===== src/design/oale_pkg.sv =====
// Package for the ordered array list engine: sizes, operation and status
// codes, and the controller state type. No dependencies.
`default_nettype none

package oale_pkg;

  localparam int DEPTH         = 64;
  localparam int PAYLOAD_WIDTH = 32;
  localparam int KEY_W         = 32;
  localparam int ADDR_W        = $clog2(DEPTH);
  localparam int CNT_W         = $clog2(DEPTH + 1);
  localparam int ENTRY_W       = KEY_W + PAYLOAD_WIDTH;

  // Stream widths
  localparam int MODE_W     = 2;
  localparam int POS_W      = 7;
  localparam int IN_PAY_W   = 32;
  localparam int STATUS_W   = 3;
  localparam int FOUND_W    = 32;
  localparam int OUT_CNT_W  = 7;
  localparam int S_DATA_W   = ((POS_W + KEY_W + IN_PAY_W + 7) / 8) * 8;
  localparam int M_DATA_W   = ((FOUND_W + OUT_CNT_W + 7) / 8) * 8;

  typedef enum logic [MODE_W-1:0] {
    MODE_INSERT = 2'd0,
    MODE_REMOVE = 2'd1,
    MODE_FIND   = 2'd2
  } mode_t;

  typedef enum logic [STATUS_W-1:0] {
    STATUS_OK       = 3'd0,
    STATUS_EMPTY    = 3'd1,
    STATUS_FULL     = 3'd2,
    STATUS_RANGE    = 3'd3,
    STATUS_NOTFOUND = 3'd4
  } status_t;

  typedef enum logic [2:0] {
    ST_IDLE,
    ST_INS,
    ST_DEL,
    ST_FIND,
    ST_DRAIN,
    ST_DONE
  } state_t;

endpackage

`default_nettype wire


===== src/design/oale_ram.sv =====
// Generic single-clock RAM: one write port, one read port, registered read.
// No dependencies.
`default_nettype none

module oale_ram #(
  parameter int WIDTH = 8,
  parameter int DEPTH = 16
) (
  input  wire logic                     clk,
  input  wire logic                     we,
  input  wire logic [$clog2(DEPTH)-1:0] waddr,
  input  wire logic [WIDTH-1:0]         wdata,
  input  wire logic [$clog2(DEPTH)-1:0] raddr,
  output logic      [WIDTH-1:0]         rdata
);

  logic [WIDTH-1:0] mem [DEPTH];

  always_ff @(posedge clk) begin
    if (we) begin
      mem[waddr] <= wdata;
    end
    rdata <= mem[raddr];
  end

endmodule

`default_nettype wire


===== src/design/ordered_array_list_engine.sv =====
// Top level of the ordered array list engine: sequencer around one entry RAM.
// Depends on oale_pkg and oale_ram.
//
//  channel   direction  tuser                   tdata
//  s_axis    in         mode [1:0]              position[6:0] key[38:7] payload[70:39]
//  m_axis    out        status [2:0]            found_payload[31:0] entry_count[38:32]
//
// Sequence: a rejected item or an unknown mode goes straight to its result, an insert or a
// remove at the tail passes through the drain state only, and any other insert, remove or
// find makes one RAM read per moved or scanned entry before the drain state.
// Reset clears the count and the control state; RAM contents stay undefined,
// and only entries below the count are ever read.
// A result waits in the output register while the next item is taken and
// worked on; only the hand-off of the following result stalls on m_axis_tready.
`default_nettype none

module ordered_array_list_engine (
  input  wire logic                          clk,
  input  wire logic                          rst,
  input  wire logic                          s_axis_tvalid,
  output logic                               s_axis_tready,
  input  wire logic [oale_pkg::MODE_W-1:0]   s_axis_tuser,  // mode
  input  wire logic [oale_pkg::S_DATA_W-1:0] s_axis_tdata,  // position, key, payload, pad
  output logic                               m_axis_tvalid,
  input  wire logic                          m_axis_tready,
  output logic [oale_pkg::STATUS_W-1:0]      m_axis_tuser,  // status
  output logic [oale_pkg::M_DATA_W-1:0]      m_axis_tdata   // found_payload, entry_count, pad
);

  import oale_pkg::*;

  // Input field split
  logic [POS_W-1:0]    in_pos;
  logic [KEY_W-1:0]    in_key;
  logic [IN_PAY_W-1:0] in_pay;
  mode_t               in_mode;

  assign in_pos  = s_axis_tdata[POS_W-1:0];
  assign in_key  = s_axis_tdata[POS_W+KEY_W-1:POS_W];
  assign in_pay  = s_axis_tdata[POS_W+KEY_W+IN_PAY_W-1:POS_W+KEY_W];
  assign in_mode = mode_t'(s_axis_tuser);

  // Control and item registers
  state_t                   state, state_next;
  logic [CNT_W-1:0]         count;
  logic [ADDR_W-1:0]        cur;          // RAM address being read
  logic                     pend;         // read data arriving now is to be written back
  logic [ADDR_W-1:0]        pend_addr;
  logic                     chk;          // read data arriving now is to be compared
  logic                     hit;
  logic [PAYLOAD_WIDTH-1:0] found;
  mode_t                    op;
  logic [POS_W-1:0]         pos_q;
  logic [KEY_W-1:0]         key_q;
  logic [PAYLOAD_WIDTH-1:0] pay_q;
  status_t                  status_q;

  // Output register
  logic                     out_valid;
  status_t                  out_status;
  logic [FOUND_W-1:0]       out_found;
  logic [OUT_CNT_W-1:0]     out_count;

  // RAM port
  logic                     ram_we;
  logic [ADDR_W-1:0]        ram_waddr;
  logic [ENTRY_W-1:0]       ram_wdata;
  logic [ENTRY_W-1:0]       ram_rdata;
  logic [KEY_W-1:0]         rd_key;
  logic [PAYLOAD_WIDTH-1:0] rd_pay;

  assign rd_key = ram_rdata[KEY_W-1:0];
  assign rd_pay = ram_rdata[ENTRY_W-1:KEY_W];

  // Derived control
  logic              s_fire;
  logic              out_free;
  status_t           chk_status;
  logic [ADDR_W-1:0] last_addr;     // count - 1
  logic [CNT_W-1:0]  pos_ext;
  status_t           final_status;
  logic [CNT_W-1:0]  count_next;
  logic [FOUND_W-1:0] final_found;

  assign s_axis_tready = (state == ST_IDLE);
  assign s_fire        = s_axis_tvalid && s_axis_tready;
  assign out_free      = !out_valid || m_axis_tready;
  assign last_addr     = ADDR_W'(count - CNT_W'(1));
  assign pos_ext       = CNT_W'(in_pos);

  // Check an incoming item against the current count
  always_comb begin
    chk_status = STATUS_OK;
    case (in_mode)
      MODE_INSERT: begin
        if (count == CNT_W'(DEPTH)) begin
          chk_status = STATUS_FULL;
        end else if (pos_ext > count) begin
          chk_status = STATUS_RANGE;
        end
      end
      MODE_REMOVE: begin
        if (count == '0) begin
          chk_status = STATUS_EMPTY;
        end else if (pos_ext >= count) begin
          chk_status = STATUS_RANGE;
        end
      end
      MODE_FIND: begin
        if (count == '0) begin
          chk_status = STATUS_EMPTY;
        end
      end
      default: chk_status = STATUS_OK;
    endcase
  end

  // Next state
  always_comb begin
    state_next = state;
    case (state)
      ST_IDLE: begin
        if (s_fire) begin
          if (chk_status != STATUS_OK) begin
            state_next = ST_DONE;
          end else begin
            case (in_mode)
              MODE_INSERT: state_next = (pos_ext == count) ? ST_DRAIN : ST_INS;
              MODE_REMOVE: state_next = (ADDR_W'(in_pos) == last_addr) ? ST_DRAIN : ST_DEL;
              MODE_FIND:   state_next = ST_FIND;
              default:     state_next = ST_DONE;
            endcase
          end
        end
      end
      ST_INS:   if (cur == ADDR_W'(pos_q)) state_next = ST_DRAIN;
      ST_DEL:   if (cur == last_addr) state_next = ST_DRAIN;
      ST_FIND:  if (cur == last_addr) state_next = ST_DRAIN;
      ST_DRAIN: if (!pend) state_next = ST_DONE;
      ST_DONE:  if (out_free) state_next = ST_IDLE;
      default:  state_next = ST_IDLE;
    endcase
  end

  // Outputs of the sequencer: RAM write port and the result of the item
  always_comb begin
    ram_we    = 1'b0;
    ram_waddr = pend_addr;
    ram_wdata = ram_rdata;
    if (pend) begin
      // move the entry just read one place up or down
      ram_we = 1'b1;
    end else if (state == ST_DRAIN && op == MODE_INSERT) begin
      // drop the new entry into the gap
      ram_we    = 1'b1;
      ram_waddr = ADDR_W'(pos_q);
      ram_wdata = {pay_q, key_q};
    end

    final_status = status_q;
    final_found  = '0;
    count_next   = count;
    if (status_q == STATUS_OK) begin
      case (op)
        MODE_INSERT: count_next = count + CNT_W'(1);
        MODE_REMOVE: count_next = count - CNT_W'(1);
        MODE_FIND: begin
          if (hit) begin
            final_found = FOUND_W'(found);
          end else begin
            final_status = STATUS_NOTFOUND;
          end
        end
        default: count_next = count;
      endcase
    end
  end

  oale_ram #(
    .WIDTH (ENTRY_W),
    .DEPTH (DEPTH)
  ) u_ram (
    .clk   (clk),
    .we    (ram_we),
    .waddr (ram_waddr),
    .wdata (ram_wdata),
    .raddr (cur),
    .rdata (ram_rdata)
  );

  // Control registers
  always_ff @(posedge clk) begin
    if (rst) begin
      state     <= ST_IDLE;
      count     <= '0;
      pend      <= 1'b0;
      chk       <= 1'b0;
      out_valid <= 1'b0;
    end else begin
      state <= state_next;
      pend  <= (state == ST_INS) || (state == ST_DEL);
      chk   <= (state == ST_FIND);
      if (state == ST_DONE && out_free) begin
        count     <= count_next;
        out_valid <= 1'b1;
      end else if (m_axis_tready) begin
        out_valid <= 1'b0;
      end
    end
  end

  // Item and datapath registers
  always_ff @(posedge clk) begin
    if (s_fire) begin
      op       <= in_mode;
      pos_q    <= in_pos;
      key_q    <= in_key;
      pay_q    <= PAYLOAD_WIDTH'(in_pay);
      status_q <= chk_status;
      hit      <= 1'b0;
      found    <= '0;
      case (in_mode)
        MODE_INSERT: cur <= last_addr;
        MODE_REMOVE: cur <= ADDR_W'(in_pos) + ADDR_W'(1);
        default:     cur <= '0;
      endcase
    end else begin
      case (state)
        ST_INS:  cur <= cur - ADDR_W'(1);
        ST_DEL:  cur <= cur + ADDR_W'(1);
        ST_FIND: cur <= cur + ADDR_W'(1);
        default: cur <= cur;
      endcase
    end

    // Entry read at cur lands in the next cycle; remember where it goes
    pend_addr <= (state == ST_INS) ? cur + ADDR_W'(1) : cur - ADDR_W'(1);

    // Later matches overwrite earlier ones: keep the last hit
    if (chk && rd_key == key_q) begin
      hit   <= 1'b1;
      found <= rd_pay;
    end

    if (state == ST_DONE && out_free) begin
      out_status <= final_status;
      out_found  <= final_found;
      out_count  <= OUT_CNT_W'(count_next);
    end
  end

  assign m_axis_tvalid = out_valid;
  assign m_axis_tuser  = out_status;
  assign m_axis_tdata  = M_DATA_W'({out_count, out_found});

endmodule

`default_nettype wire


===== config.mk =====
export PLATFORM = sky130hd
export DESIGN_NAME = ordered_array_list_engine
export DESIGN_NICKNAME = d
export VERILOG_FILES = /design/src/design/oale_pkg.sv /design/src/design/oale_ram.sv /design/src/design/ordered_array_list_engine.sv
export SDC_FILE = /design/constraint.sdc
export NUM_CORES = 2
export LEC_CHECK = 0
export BUFFER_PORTS_ARGS = -buffer_cell sky130_fd_sc_hd__buf_2
export CAP_MARGIN = 40
export CORE_MARGIN = 10
export CORE_UTILIZATION = 57
export DETAILED_ROUTE_END_ITERATION = 7
export HOLD_SLACK_MARGIN = 0.02
export PLACE_DENSITY = 0.76
export SLEW_MARGIN = 25
export SYNTH_ARGS = -nofsm -noshare
export SYNTH_HDL_FRONTEND = slang
export SYNTH_SLANG_ARGS = --single-unit

===== constraint.sdc =====
create_clock -name clk -period 4.75 [get_ports clk]
set_input_delay 0 -clock clk [delete_from_list [all_inputs] [get_ports clk]]
set_output_delay 0 -clock clk [all_outputs]
set_load 0.02 [all_outputs]

==> results by group <==
Yosys
  • Asr flop ratio synth: 0%
  • Largest family of logic cells by synthesized area: multiplexers
  • Synth cell count leaders: 4250 x edfxtp_1, 1280 x mux4_2, 187 x clkbuf_1
  • Mapped Cells: 6688
  • Avg Cell Area, Syn: 24.59 sq um
  • Mapped Nets: 6778
  • Sequential fraction of the synthesis area: 78.62%
  • Compound-Gate Fraction of Synth Area: 0.8855%
  • Post-Synth XOR/XNOR Area: 0.4374%
  • Synth area leader: edfxtp_1
  • Register bit count reported by yosys: 4334
  • Mux share of post-synthesis cell area: 18.00%
  • Synth Cell Area: 164500 sq um
  • Top-count cell post-synth: edfxtp_1
  • Synth warnings: 0
  • Post-synth EDFFs: 4250
  • Post-synthesis cell type count: 54
  • Ranking of synthesized cells by area: edfxtp_1 78%, mux4_2 18%, dfxtp_1 1.0%, a22oi_1 0.60%, mux2_2 0.45%
  • Post-synthesis simple-gate area fraction: 1.007%
  • Adder-cell share of the synthesized area: 0.09129%
  • Main synth FF type: edfxtp_1
  • Top-area cell type share of the netlist area: 77.59%

Drt
  • Iteration-0 DRC Markers: 13580
  • Via count of the routed design: 81240
  • Antenna Violating Nets Remaining: 0
  • Routed wire length: 452.1 mm
  • Post-route DRC violation count: 0
  • Via-to-Cell Ratio: 7.082
  • Pre-antenna DRT Iters: 8
  • Routed len/inst: 39.41 um

Clocking
  • CTS root buf: clkbuf_16
  • Worst-Skew Late Latency: 0.99 ns
  • CTS H-tree depth: 5
  • Clk pin slew, worst setup/hold paths: 0.06 ns
  • Clock sinks: 4334
  • Max clock buf depth: 4
  • CTS Buf Count: 418
  • TritonCTS clock tree: yes

Timing
  • Post-route minimum period: 3.980 ns
  • Final-report max-slew violation count: 0
  • RSZ-0062 raised after global routing: no
  • Clock Skew: 0.06355 ns
  • Fin. Hold Viols: 0
  • Worst slew pin tran: 0.9701 ns
  • Final count of negative-setup-slack endpoints: 0
  • Final period utilization: 83.80%
  • Fmax: 251.2 MHz
  • Relative slew slack: 35.33%

Floorplan
  • I/O pin cnt: 123
  • # rows: 197
  • Starting density of the core: 57.18%
  • Die H: 557.2 um
  • Die area: 310400 sq um
  • Chip width: 557.2 um
  • Core Region: 287700 sq um

GRT
  • Vias in the first global route: 82340
  • Global-route wire length before repair: 631.7 mm
  • Total GRT Usage: 28.66%
  • Grt total ovfl: 0
  • Largest net degree at the start of global routing: 91
  • Antenna violations before repair: 18

Worst hold path
  • Min-Delay Path Class: in2reg
  • Number of cells on the worst hold path: 3

Layout
  • Area growth, synth to finish: 14.54%
  • Design area: 188400 sq um
  • Share of post-route cells with drive strength above 1: 31.72%
  • Finished Core Util: 65.49%
  • Total Nets Final: 7409

Pwr
  • Power Total: 117.0 mW
  • Power Dens Cells: 621.2 nW/um^2
  • Lkg Pwr: 59.10 nW
  • Peak VDD IR: 0.5725 mV

Critical path
  • CP required: 5.30 ns
  • Critical Path Sink Type: flop
  • Critical path's largest stage delay: 0.76 ns
  • CP max stage cell: o22ai_1
  • Crit path kind: reg2reg
  • Reg2reg setup slack: 0.77 ns
  • R2r worst-path depth: 6
  • CP startpoint kind: flop
  • Crit path DAT: 4.53 ns
  • Crit path max fanout: 34
  • CP Cell Sequence: nor2_1 -> nand4_1 -> o22ai_1 -> nand2_1 -> nor2_4 -> buf_4

Place
  • Detail Placement HPWL: 213.0 mm
  • GPL Wtd Cong: 0.8148
  • Placement Cell Area: 172900 sq um
  • I/O Buffers: 120

Flow run
  • Max Cap Viol: 0

Run status
  • Status: finished, final reports clean
[worst paths after layout]
check	from	endpoint
worst max-delay path	op[0]	u_ram.mem[56][16]
worst min-delay path	s_axis_tuser[1]	status_q[0]
worst max register to register	op[0]	u_ram.mem[56][16]
worst min register to register	hit	hit
[final cells by class]
type | count | area, sq um
timing repair buffer | 559 | 6359
inverter | 16 | 65.06
clock inverter | 217 | 2285
multi-input combinational | 1990 | 34190
sequential | 4334 | 129300
tap | 3781 | 4731
antenna | 8 | 20.02
clock buffer | 567 | 11440
fill | 16930 | 99260
[cell usage in the layout, fill, tap and decap left out, drive strengths merged, types with 5 or more instances in the layout]
cell / instances
dfxtp: 84
mux2: 65
bufinv: 31
nand4: 13
nor2b: 7
edfxtp: 4250
xor2: 17
nor3: 9
nand2b: 8
o22ai: 6
mux4: 1280
and2: 70
buf: 405
dlygate4sd3: 154
ha: 12
a21oi: 20
diode: 8
clkinv: 166
nand2: 102
xnor2: 60
clkinvlp: 12
nor2: 91
o21ai: 22
inv: 24
nand3b: 6
a22oi: 131
clkbuf: 567
nand3: 12
and3: 5
[registers in the layout (all words and copies together) (netlist names)]
name,cells
op,2
out_found,32
cur,6
pay_q,32
found,32
chk,1
u_ram.mem,4096
pend_addr,6
key_q,32
count,7
status_q,2
state,3
out_count,7
u_ram.rdata,64
pend,1
hit,1
pos_q,6
m_axis_tvalid,1
m_axis_tuser,3
[what timing repair did]
item                                   4_1_cts  5_1_grt
gates resized for setup                      0        0
hold buffers                               154        0
buffers inserted                             0        0
endpoints found under the hold margin      135        0
[critical path, delay by kind of cell (launching register included)]
family | cells | cell delay, ns
AND/OR/NAND/NOR | 4 | 1.51
flip-flops | 1 | 0.53
buffers and inverters | 1 | 0.75
AO/OA/AOI/OAI | 1 | 0.76
[through the flow]
stage	setup TNS, ns	setup WS [ns]	std cells	hold slack, ns
6_report	0	0.7696	11470	0.09670
5_1_grt	0	0.7411	11470	0.1319
2_1_floorplan	-256.73	-0.07523	6688	0.07615
3_3_place_gp	0	1.038	10480	0.1768
4_1_cts	0	0.9338	11460	0.03417
3_5_place_dp	0	0.9645	10520	0.1781
[kinds of logic (layout without fill, tap and decap cells)]
| kind of cell | count (synthesis) | count (layout) |
|---|---|---|
| DFF | 4334 | 4334 |
| and+or+nand+nor | 342 | 342 |
| xor gates and xnor gates | 79 | 79 |
| muxes | 1349 | 1349 |
| buffers and inverters | 364 | 1359 |
| adders and majority gates | 12 | 12 |
| AOI/OAI and AO/OA | 207 | 207 |
| other | 1 | 9 |
[per-layer routing]
layer	vias to the layer above	global-route usage, %	part of all wire (%)
met2	6994	45.31	48
li1	30160	-	-
met1	42770	38.14	33
met5	-	0.2897	0.029
met3	1299	7.460	13
met4	18	12.86	5.4
[where the power goes]
part	leakage (nW)	total [mW]	switching (mW)	internal (mW)
logic	13.2	33.8	19.6	14.2
registers	39.2	50.0	0.777	49.2
clock network	6.68	33.3	14.6	18.7
No activity file was read; power rests on OpenSTA's default activity.
